===== config.mk =====
export PLATFORM = sky130hd
export DESIGN_NAME = priority_ceiling_lock_unit
export DESIGN_NICKNAME = d
export VERILOG_FILES = /design/src/pclu_pkg.sv /design/src/priority_ceiling_lock_unit.sv
export SDC_FILE = /design/constraint.sdc
export NUM_CORES = 1
export LEC_CHECK = 0
export ABC_CLOCK_PERIOD_IN_PS = 10300
export BUFFER_PORTS_ARGS = -buffer_cell sky130_fd_sc_hd__buf_2
export CAP_MARGIN = 5
export CORE_MARGIN = 3
export CORE_UTILIZATION = 55
export CTS_CLUSTER_SIZE = 8
export DETAILED_ROUTE_END_ITERATION = 16
export PLACE_DENSITY = 0.73
export SLEW_MARGIN = 10
export SYNTH_ARGS = -nofsm -noshare
export SYNTH_HDL_FRONTEND = slang
export SYNTH_SLANG_ARGS = --single-unit
export TNS_END_PERCENT = 100

===== constraint.sdc =====
create_clock -name clk_i -period 10.3 [get_ports clk_i]
set_input_delay 3.09 -clock clk_i [delete_from_list [all_inputs] [get_ports clk_i]]
set_output_delay 3.09 -clock clk_i [all_outputs]
set_load 0.05 [all_outputs]

===== src/pclu_pkg.sv =====
// ----------------------------------------------------------------------------
// pclu_pkg
// shared types and constants of the priority ceiling lock unit
// ----------------------------------------------------------------------------
package pclu_pkg;

  localparam int unsigned IdxWidth  = 4;
  localparam int unsigned TidWidth  = 8;
  localparam int unsigned PrioWidth = 8;
  localparam int unsigned CntWidth  = 8;

  localparam logic signed [PrioWidth-1:0] NoCeiling = 8'sd127;
  localparam logic [CntWidth-1:0]         CountMax  = 8'd255;

  typedef enum logic [1:0] {
    FUNC_CLEAR   = 2'd0,
    FUNC_DECLARE = 2'd1,
    FUNC_LOCK    = 2'd2,
    FUNC_UNLOCK  = 2'd3
  } func_e;

  typedef enum logic [1:0] {
    ST_OK         = 2'd0,
    ST_BUSY       = 2'd1,
    ST_NOT_OWNER  = 2'd2,
    ST_NOT_LOCKED = 2'd3
  } status_e;

  typedef enum logic [1:0] {
    S_IDLE = 2'd0,
    S_EXEC = 2'd1,
    S_SCAN = 2'd2,
    S_RESP = 2'd3
  } state_e;

endpackage


===== src/priority_ceiling_lock_unit.sv =====
// ----------------------------------------------------------------------------
// priority_ceiling_lock_unit
// immediate priority ceiling lock manager over a small resource table
// ----------------------------------------------------------------------------
// clear, declare, lock and failed unlock pass from accept through the execute and response steps to the result register
// owner unlock adds a scan step over min(NUM_RESOURCES, 16) table entries, one table entry per scan cycle
// a new transaction is accepted only in the idle step, after the previous one has left the response step
// a held result register stalls the response step, and the input with it
// rst_ni sets all ceilings and the system ceiling to 127, owners and hold counts to zero

module priority_ceiling_lock_unit
  import pclu_pkg::*;
#(
  parameter int unsigned NUM_RESOURCES = 16
) (
  input  logic        clk_i,
  input  logic        rst_ni,
  input  logic        s_axis_tvalid,
  output logic        s_axis_tready,
  // resource_index [3:0], thread_id [11:4], priority_req [19:12], zero [23:20]
  input  logic [23:0] s_axis_tdata,
  // func [1:0]
  input  logic [1:0]  s_axis_tuser,
  output logic        m_axis_tvalid,
  input  logic        m_axis_tready,
  // status [1:0], thread_priority [9:2], system_ceiling_out [17:10], zero [23:18]
  output logic [23:0] m_axis_tdata
);

  localparam int unsigned Depth = (NUM_RESOURCES < 16) ? NUM_RESOURCES : 16;
  localparam int unsigned AW    = (Depth > 1) ? $clog2(Depth) : 1;

  state_e state_q, state_d;

  logic signed [PrioWidth-1:0] ceil_q  [Depth];
  logic signed [PrioWidth-1:0] ceil_d  [Depth];
  logic [TidWidth-1:0]         owner_q [Depth];
  logic [TidWidth-1:0]         owner_d [Depth];
  logic [CntWidth-1:0]         cnt_q   [Depth];
  logic [CntWidth-1:0]         cnt_d   [Depth];
  logic signed [PrioWidth-1:0] sys_q, sys_d;

  func_e                       func_q, func_d;
  logic [IdxWidth-1:0]         idx_q, idx_d;
  logic [TidWidth-1:0]         tid_q, tid_d;
  logic signed [PrioWidth-1:0] prio_q, prio_d;

  logic [AW-1:0]               scan_q, scan_d;
  logic signed [PrioWidth-1:0] acc_sys_q, acc_sys_d;
  logic signed [PrioWidth-1:0] acc_tp_q, acc_tp_d;
  status_e                     res_st_q, res_st_d;

  logic                        out_vld_q, out_vld_d;
  status_e                     out_st_q, out_st_d;
  logic signed [PrioWidth-1:0] out_tp_q, out_tp_d;
  logic signed [PrioWidth-1:0] out_sys_q, out_sys_d;

  logic                        in_fire;
  logic                        out_free;
  logic                        idx_ok;
  logic [AW-1:0]               rd_addr;
  logic signed [PrioWidth-1:0] rd_ceil;
  logic [TidWidth-1:0]         rd_owner;
  logic [CntWidth-1:0]         rd_cnt;
  logic                        scan_last;

  assign s_axis_tready = (state_q == S_IDLE);
  assign in_fire       = s_axis_tvalid && s_axis_tready;
  assign out_free      = !out_vld_q || m_axis_tready;
  assign idx_ok        = (9'(idx_q) < 9'(NUM_RESOURCES));
  assign scan_last     = (scan_q == AW'(Depth - 1));

  // single table read port, shared by the operation step and the scan
  assign rd_addr  = (state_q == S_SCAN) ? scan_q : AW'(idx_q);
  assign rd_ceil  = ceil_q[rd_addr];
  assign rd_owner = owner_q[rd_addr];
  assign rd_cnt   = cnt_q[rd_addr];

  // next state
  always_comb begin
    state_d = state_q;
    case (state_q)
      S_IDLE: begin
        if (in_fire) state_d = S_EXEC;
      end
      S_EXEC: begin
        if (func_q == FUNC_UNLOCK && idx_ok && rd_cnt != '0 && rd_owner == tid_q) begin
          state_d = S_SCAN;
        end else begin
          state_d = S_RESP;
        end
      end
      S_SCAN: begin
        if (scan_last) state_d = S_RESP;
      end
      S_RESP: begin
        if (out_free) state_d = S_IDLE;
      end
      default: state_d = S_IDLE;
    endcase
  end

  // datapath and outputs
  always_comb begin
    ceil_d    = ceil_q;
    owner_d   = owner_q;
    cnt_d     = cnt_q;
    sys_d     = sys_q;
    func_d    = func_q;
    idx_d     = idx_q;
    tid_d     = tid_q;
    prio_d    = prio_q;
    scan_d    = scan_q;
    acc_sys_d = acc_sys_q;
    acc_tp_d  = acc_tp_q;
    res_st_d  = res_st_q;
    out_vld_d = out_vld_q && !m_axis_tready;
    out_st_d  = out_st_q;
    out_tp_d  = out_tp_q;
    out_sys_d = out_sys_q;

    case (state_q)
      S_IDLE: begin
        if (in_fire) begin
          func_d = func_e'(s_axis_tuser);
          idx_d  = s_axis_tdata[3:0];
          tid_d  = s_axis_tdata[11:4];
          prio_d = s_axis_tdata[19:12];
        end
      end
      S_EXEC: begin
        res_st_d = ST_OK;
        acc_tp_d = prio_q;
        case (func_q)
          FUNC_CLEAR: begin
            for (int i = 0; i < Depth; i++) ceil_d[i] = NoCeiling;
            sys_d = NoCeiling;
          end
          FUNC_DECLARE: begin
            if (idx_ok && prio_q < rd_ceil) ceil_d[rd_addr] = prio_q;
          end
          FUNC_LOCK: begin
            if (!idx_ok) begin
              res_st_d = ST_NOT_LOCKED;
            end else if (rd_cnt != '0 && rd_owner != tid_q) begin
              res_st_d = ST_BUSY;
            end else begin
              if (rd_ceil < prio_q) acc_tp_d = rd_ceil;
              if (rd_ceil < sys_q) sys_d = rd_ceil;
              owner_d[rd_addr] = tid_q;
              if (rd_cnt != CountMax) cnt_d[rd_addr] = rd_cnt + CntWidth'(1);
            end
          end
          FUNC_UNLOCK: begin
            if (!idx_ok || rd_cnt == '0) begin
              res_st_d = ST_NOT_LOCKED;
            end else if (rd_owner != tid_q) begin
              res_st_d = ST_NOT_OWNER;
            end else begin
              cnt_d[rd_addr] = rd_cnt - CntWidth'(1);
              scan_d         = '0;
              acc_sys_d      = NoCeiling;
            end
          end
          default: res_st_d = ST_OK;
        endcase
      end
      S_SCAN: begin
        if (rd_cnt != '0) begin
          if (rd_ceil < acc_sys_q) acc_sys_d = rd_ceil;
          if (rd_owner == tid_q && rd_ceil < acc_tp_q) acc_tp_d = rd_ceil;
        end
        scan_d = scan_q + AW'(1);
        if (scan_last) begin
          scan_d = '0;
          sys_d  = (rd_cnt != '0 && rd_ceil < acc_sys_q) ? rd_ceil : acc_sys_q;
        end
      end
      S_RESP: begin
        if (out_free) begin
          out_vld_d = 1'b1;
          out_st_d  = res_st_q;
          out_tp_d  = acc_tp_q;
          out_sys_d = sys_q;
        end
      end
      default: out_vld_d = out_vld_q;
    endcase
  end

  always_ff @(posedge clk_i or negedge rst_ni) begin
    if (!rst_ni) begin
      state_q   <= S_IDLE;
      out_vld_q <= 1'b0;
      scan_q    <= '0;
      sys_q     <= NoCeiling;
      for (int i = 0; i < Depth; i++) begin
        ceil_q[i]  <= NoCeiling;
        owner_q[i] <= '0;
        cnt_q[i]   <= '0;
      end
    end else begin
      state_q   <= state_d;
      out_vld_q <= out_vld_d;
      scan_q    <= scan_d;
      sys_q     <= sys_d;
      ceil_q    <= ceil_d;
      owner_q   <= owner_d;
      cnt_q     <= cnt_d;
    end
  end

  always_ff @(posedge clk_i) begin
    func_q    <= func_d;
    idx_q     <= idx_d;
    tid_q     <= tid_d;
    prio_q    <= prio_d;
    acc_sys_q <= acc_sys_d;
    acc_tp_q  <= acc_tp_d;
    res_st_q  <= res_st_d;
    out_st_q  <= out_st_d;
    out_tp_q  <= out_tp_d;
    out_sys_q <= out_sys_d;
  end

  assign m_axis_tvalid = out_vld_q;
  assign m_axis_tdata  = {6'b0, out_sys_q, out_tp_q, out_st_q};

`ifndef ASSERT_OFF
  a_accept_to_exec: assert property (@(posedge clk_i) disable iff (!rst_ni)
    in_fire |=> state_q == S_EXEC)
    else $error("accepted transaction did not start execution");

  a_scan_starts_at_zero: assert property (@(posedge clk_i) disable iff (!rst_ni)
    (state_q == S_SCAN && $past(state_q) == S_EXEC) |-> scan_q == '0)
    else $error("scan did not start at entry zero");

  a_result_from_resp: assert property (@(posedge clk_i) disable iff (!rst_ni)
    $rose(out_vld_q) |-> $past(state_q) == S_RESP)
    else $error("result loaded outside response step");
`endif

endmodule

# == After elaboration in Yosys (flattened, before gate mapping) ==
# Index checks and enable logic that the tools add are counted.
# op_classes
n_eq_ne,27
n_lt_le_gt_ge,7
n_reduce_logical,28
mul,0
n_bitwise,2
div,0
shift,0
mux,57
n_addsub,3
# ops
operator,n
$mux W128,5
$bwmux W128,4
$pmux W128 S2,2
$mux W8,21
$bmux W8 S4,3
$pmux W8 S2,4
$lt A8 B8 Y1,5
$demux W8 S4,1
$mux W4,5
$ne A2 B2 Y1 const B,10
$reduce_and A3 Y1,4
$reduce_and A6 Y1,2
$mux W2,5
$add A8 B1 Y8 const B,1
$eq A2 B2 Y1 const B,4
$eq A8 B8 Y1,1
$logic_and A1 B1 Y1,8
$logic_not A8 Y1,1
$ne A2 B1 Y1 const B,4
$ne A8 B8 Y1,1
$ne A8 B8 Y1 const B,1
$pmux W2 S4,1
$pmux W4 S2,1
$reduce_bool A8 Y1,1
19 further kinds,29
# totals
ff_bits,457
latch_bits,0
mem_bits_ro,0
output_inout_bits,26
mem_bits_rw,0
n_memories,0
in_bits,30
word_cells,186

# == Logic depth before layout (Yosys ltp) ==
# depth
ltp_word,11
ltp_mapped,23
ltp_nobuf,16

# == Worst setup path before layout ==
# Ideal clock, no wire load.
# synth_path
path_type,flip-flop to flip-flop
from,register state_q[0]
to,register ceil_q[103] in the netlist's numbering
slack_ns,4.665
t_arrival_ns,5.514
t_required_ns,10.179
stages_incl_launch_ff,24
n_path_buf,7
path_cell_list,dfrtp_1 -> inv_1 -> ha_1 -> buf_6 -> mux2i_1 -> buf_6 -> buf_6 -> buf_2 -> buf_2 -> mux4_2 -> o22ai_1 -> nor2_1 -> ha_1 -> nor2b_1 -> o21a_1 -> o21a_1 -> o21ai_0 -> a21oi_1 -> o31ai_1 -> o21bai_1 -> clkbuf_1 -> clkbuf_1 -> o31ai_1 -> a22o_1
# synth_rtl
item,line_no,text
"start, declared",priority_ceiling_lock_unit.sv:33,"state_e state_q, state_d;"
"start signal, assigned",priority_ceiling_lock_unit.sv:203,state_q <= state_d;
$eq A2 B2 Y1,priority_ceiling_lock_unit.sv:74,assign rd_addr = (state_q == S_SCAN) ? scan_q : AW'(idx_q);
$mux W4,priority_ceiling_lock_unit.sv:74,
$not A4 Y5 (not written as such),priority_ceiling_lock_unit.sv:75,assign rd_ceil = ceil_q[rd_addr];
$bmux W8 S4,priority_ceiling_lock_unit.sv:75,
$mux W8 (not written as such) (2 in a row),priority_ceiling_lock_unit.sv:75,
via rd_ceil[1],priority_ceiling_lock_unit.sv:62,logic signed [PrioWidth-1:0] rd_ceil;
$lt A8 B8 Y1,priority_ceiling_lock_unit.sv:140,if (idx_ok && prio_q < rd_ceil) ceil_d[rd_addr] = prio_q;
$ne A2 B2 Y1 (no line),-,
$reduce_and A3 Y1 (no line),-,
"end signal, assigned by index",priority_ceiling_lock_unit.sv:198,ceil_q[i] <= NoCeiling;
"end signal, assigned",priority_ceiling_lock_unit.sv:207,ceil_q <= ceil_d;
"end, declared",priority_ceiling_lock_unit.sv:35,logic signed [PrioWidth-1:0] ceil_q [Depth];
# The timed path passes the listed nets, and every way through them passes these cells. The select of a mux whose other input is x is not followed.
# A chain may end at the register's enable or synchronous reset.

# == Final worst setup path ==
# layout_path
from,register state_q[0]
to,register ceil_q[14] in the netlist's numbering
# Same word-level chain as after synthesis.

==> results.json <==
{
  "synth.distinct_cells": 80,
  "finalSetupViolCount": 0,
  "cts_root_buffer": "clkbuf_16",
  "ctsHoldBuffers": 0,
  "cts.sinks": 457,
  "synth_area_leaders": "dfrtp_1 (29%), dfstp_2 (13%), mux2_2 (12%), edfxtp_1 (7.2%), mux4_2 (4.4%)",
  "grt_util_met2_pct": 42.6,
  "routed_wl_um": 64300,
  "maxCapViolations": 0,
  "cpMostUsedCell": "buf_4",
  "area.growth.synth_to_final_pct": 9.67,
  "slew_headroom_pct": 15.9,
  "initial_core_util_pct": 55.8,
  "min_to": "out_st_q[0]",
  "p_leak_uw": 0.0112,
  "cts_tree": "yes",
  "dp.cells": 2545,
  "multi_input_area_mm2": 0.0112,
  "min_period_ps": 7850,
  "ant_nets": 0,
  "peakVddDrop_mv": 0.238,
  "grt_pass1_vias": 18000,
  "powerDensity_mw_per_mm2": 290,
  "io_buffers": 45,
  "synth_top_flop_cell": "dfrtp_1",
  "diodes": 0,
  "grt_pass1_wl_um": 102000,
  "worst_ep_arrival_time_ps": 8350,
  "rr_startpoint": "state_q[0]",
  "placed_cell_area_mm2": 0.0245,
  "postCtsSetupRepairBufs": 0,
  "reg2reg_depth": 20,
  "grt_start_max_net_pins": 170,
  "hold-path-cell-count": 0,
  "drt-initial-drc-count": 1977,
  "min_period_over_period_pct": 76.2,
  "syn_area_per_cell_um2": 11.7,
  "synth.largest_area_cell": "dfrtp_1",
  "fin_worst_skew_ps": 26.7,
  "startpoint_type": "register",
  "min_path_type": "reg2reg",
  "crit_path_end_kind": "register",
  "hold_violations": 0,
  "netlist_top_cells_count": "dfrtp_1 (280), mux2_2 (251), a21oi_1 (194)",
  "path_cells": "inv_1, ha_2, buf_4, mux2i_4, buf_4, mux4_2, o22ai_1, nor2_1, ha_1, nor2b_1, o21a_1, o21a_1, o21ai_0, a21oi_1, o31ai_1, o21bai_4, buf_4, buf_4, o22ai_1, a2bb2oi_1",
  "antenna_found_initial": 0,
  "r2r_end": "ceil_q[14]",
  "routabilityCongestion": 0.846,
  "nFillCells": 3358,
  "drc": 0,
  "grt-busiest-layer": "met2",
  "ys_seq_area_share_pct": 49.3,
  "cpPeakStageDelay_ps": 950,
  "rsz0062_at_grt": "false",
  "dieArea_mm2": 0.0463,
  "clk_latency_ps": 590,
  "synthArstFlopShare_pct": 87.3,
  "ctsResizeCount": 0,
  "worst-path-buf-inv": 5,
  "critPathKind": "reg2reg",
  "rows": 76,
  "syn_area_mm2": 0.0241,
  "netlist_instances": 2057,
  "outcome": "finished clean",
  "wl_per_cell_um": 24.3,
  "final_area_mm2": 0.0264,
  "final_nets": 2095,
  "final_cells": 2648,
  "vias": 17700,
  "synth_top_cell_area_share_pct": 29.1,
  "track_usage_pct": 27.5,
  "critPathTopFamily": "compound AO/OA/AOI/OAI gates",
  "synth-edff-count": 58,
  "htree_num_levels": 3,
  "die_h_um": 215,
  "slew_viol_final": 0,
  "met1_usage_pct": 38.1,
  "coreArea_mm2": 0.0432,
  "finalSetupTns_ps": 0,
  "slowest_stage": "o31ai_1",
  "synth_most_common_cell": "dfrtp_1",
  "regArea_mm2": 0.0119,
  "worstHoldStart": "res_st_q[0]",
  "cts-buffers-inserted": 67,
  "dp_hpwl_um": 38300,
  "reg2reg_slack_ps": 2450,
  "crit_fanout": 79,
  "grt_overflow": 0,
  "drive_gt1_share_pct": 31.1,
  "yosys_register_bits": 457,
  "die_x_um": 215,
  "ios": 56,
  "critPathRequiredTime_ps": 10800,
  "vias_per_cell": 6.69,
  "clk_path_buf_depth": 3,
  "clk_pin_slew_worst_paths_ps": 50,
  "worst_slew_pin_slew_ps": 1260,
  "max_freq_mhz": 127,
  "ys_warn_count": 0,
  "grt_util_met3_pct": 6.21,
  "dr.pass1.iters": 5
}
[placed cells by master (no fill, tap or decap), types with 8 or more instances in the layout]
cell type,count
dfrtp_1,280
mux2_2,251
a21oi_1,193
nand2_1,170
o22ai_1,128
dfstp_2,119
a2bb2oi_1,112
clkbuf_16,69
nor2_1,62
edfxtp_1,58
mux4_2,47
o41ai_1,46
buf_2,44
inv_1,42
buf_4,38
ha_1,35
clkbuf_1,28
or3_1,27
o21ai_2,19
a21boi_0,18
a22o_1,18
o31ai_1,18
xor2_1,13
or4_1,13
o21ai_0,12
o311ai_0,12
nand2b_1,11
nand4_1,11
nand3_1,9
and2_1,9
and3_1,8
mux2i_1,8
[stage by stage]
step / total power, uW / hold slack [ps] / setup WS, ps / util (%)
after floorplan: 4820 / 400 / 4660 / -
after global placement: 5480 / 405 / 2800 / 56.7
after detailed placement: 5610 / 407 / 2660 / 56.7
after CTS: 7640 / 419 / 2590 / 61.1
after global routing: 8060 / 424 / 1920 / 61.2
final: 7660 / 417 / 2450 / 61.2
[routing by layer]
metal / share of wire [%] / wire, um
met1: 42 / 27000
met2: 46 / 29600
met3: 8.5 / 5460
met4: 3.3 / 2120
met5: 0 / 0
[cell families (layout without fill, tap and decap cells)]
kind of cell,Yosys count,after routing,share of synthesized area [%]
AO/OA/AOI/OAI,652,652,19.7
flip-flops,457,457,49.3
AND/OR/NAND/NOR,352,352,7.06
multiplexers,315,315,16.9
buffers and inverters,229,230,4.56
adder cells (fa/ha/maj),36,36,1.87
XOR/XNOR,15,15,0.546
other,1,6,0.0156
[worst max-delay path by stage]
stage	from	slack, ps	cells after the start	end
detailed placement	state_q[0]	2660	20	ceil_q[34]
CTS	state_q[0]	2590	20	ceil_q[14]
finish	state_q[0]	2450	20	ceil_q[14]
global route	state_q[0]	1920	20	ceil_q[56]
global placement	state_q[0]	2800	20	ceil_q[44]
floorplan	state_q[0]	4660	23	ceil_q[103]
[layout make-up]
type | instances | share of cell area [%]
well taps | 585 | 2.77
inverters | 42 | 0.597
clock buffers | 97 | 6.94
clock inverters | 6 | 0.256
repair buffers | 85 | 2.09
multi-input cells | 1376 | 42.4
flip-flops and latches | 457 | 45.0
[where the power goes]
part	total (uW)	internal, uW	switching, uW
combinational	3050	1150	1900
clock	2000	1220	783
sequential	2610	2350	256
total	7660	4720	2940
[sequential cells by signal, summed over array words and instances, names as in the netlist, 4 cells and up]
register	count
idx_q	4
out_tp_q	8
acc_sys_q	8
ceil_q	128
cnt_q	128
owner_q	128
acc_tp_q	8
out_sys_q	8
tid_q	8
sys_q	8
prio_q	8
scan_q	4
[worst register-to-register path: stages, from the launching register on]
cell	delay, ps
dfrtp_1	420
inv_1	100
ha_2	170
buf_4	460
mux2i_4	880
buf_4	440
mux4_2	610
o22ai_1	350
nor2_1	280
ha_1	350
nor2b_1	130
o21a_1	160
o21a_1	160
o21ai_0	160
a21oi_1	110
o31ai_1	950
o21bai_4	280
buf_4	700
buf_4	640
o22ai_1	210
a2bb2oi_1	210
(Power assumes the default switching activity.)
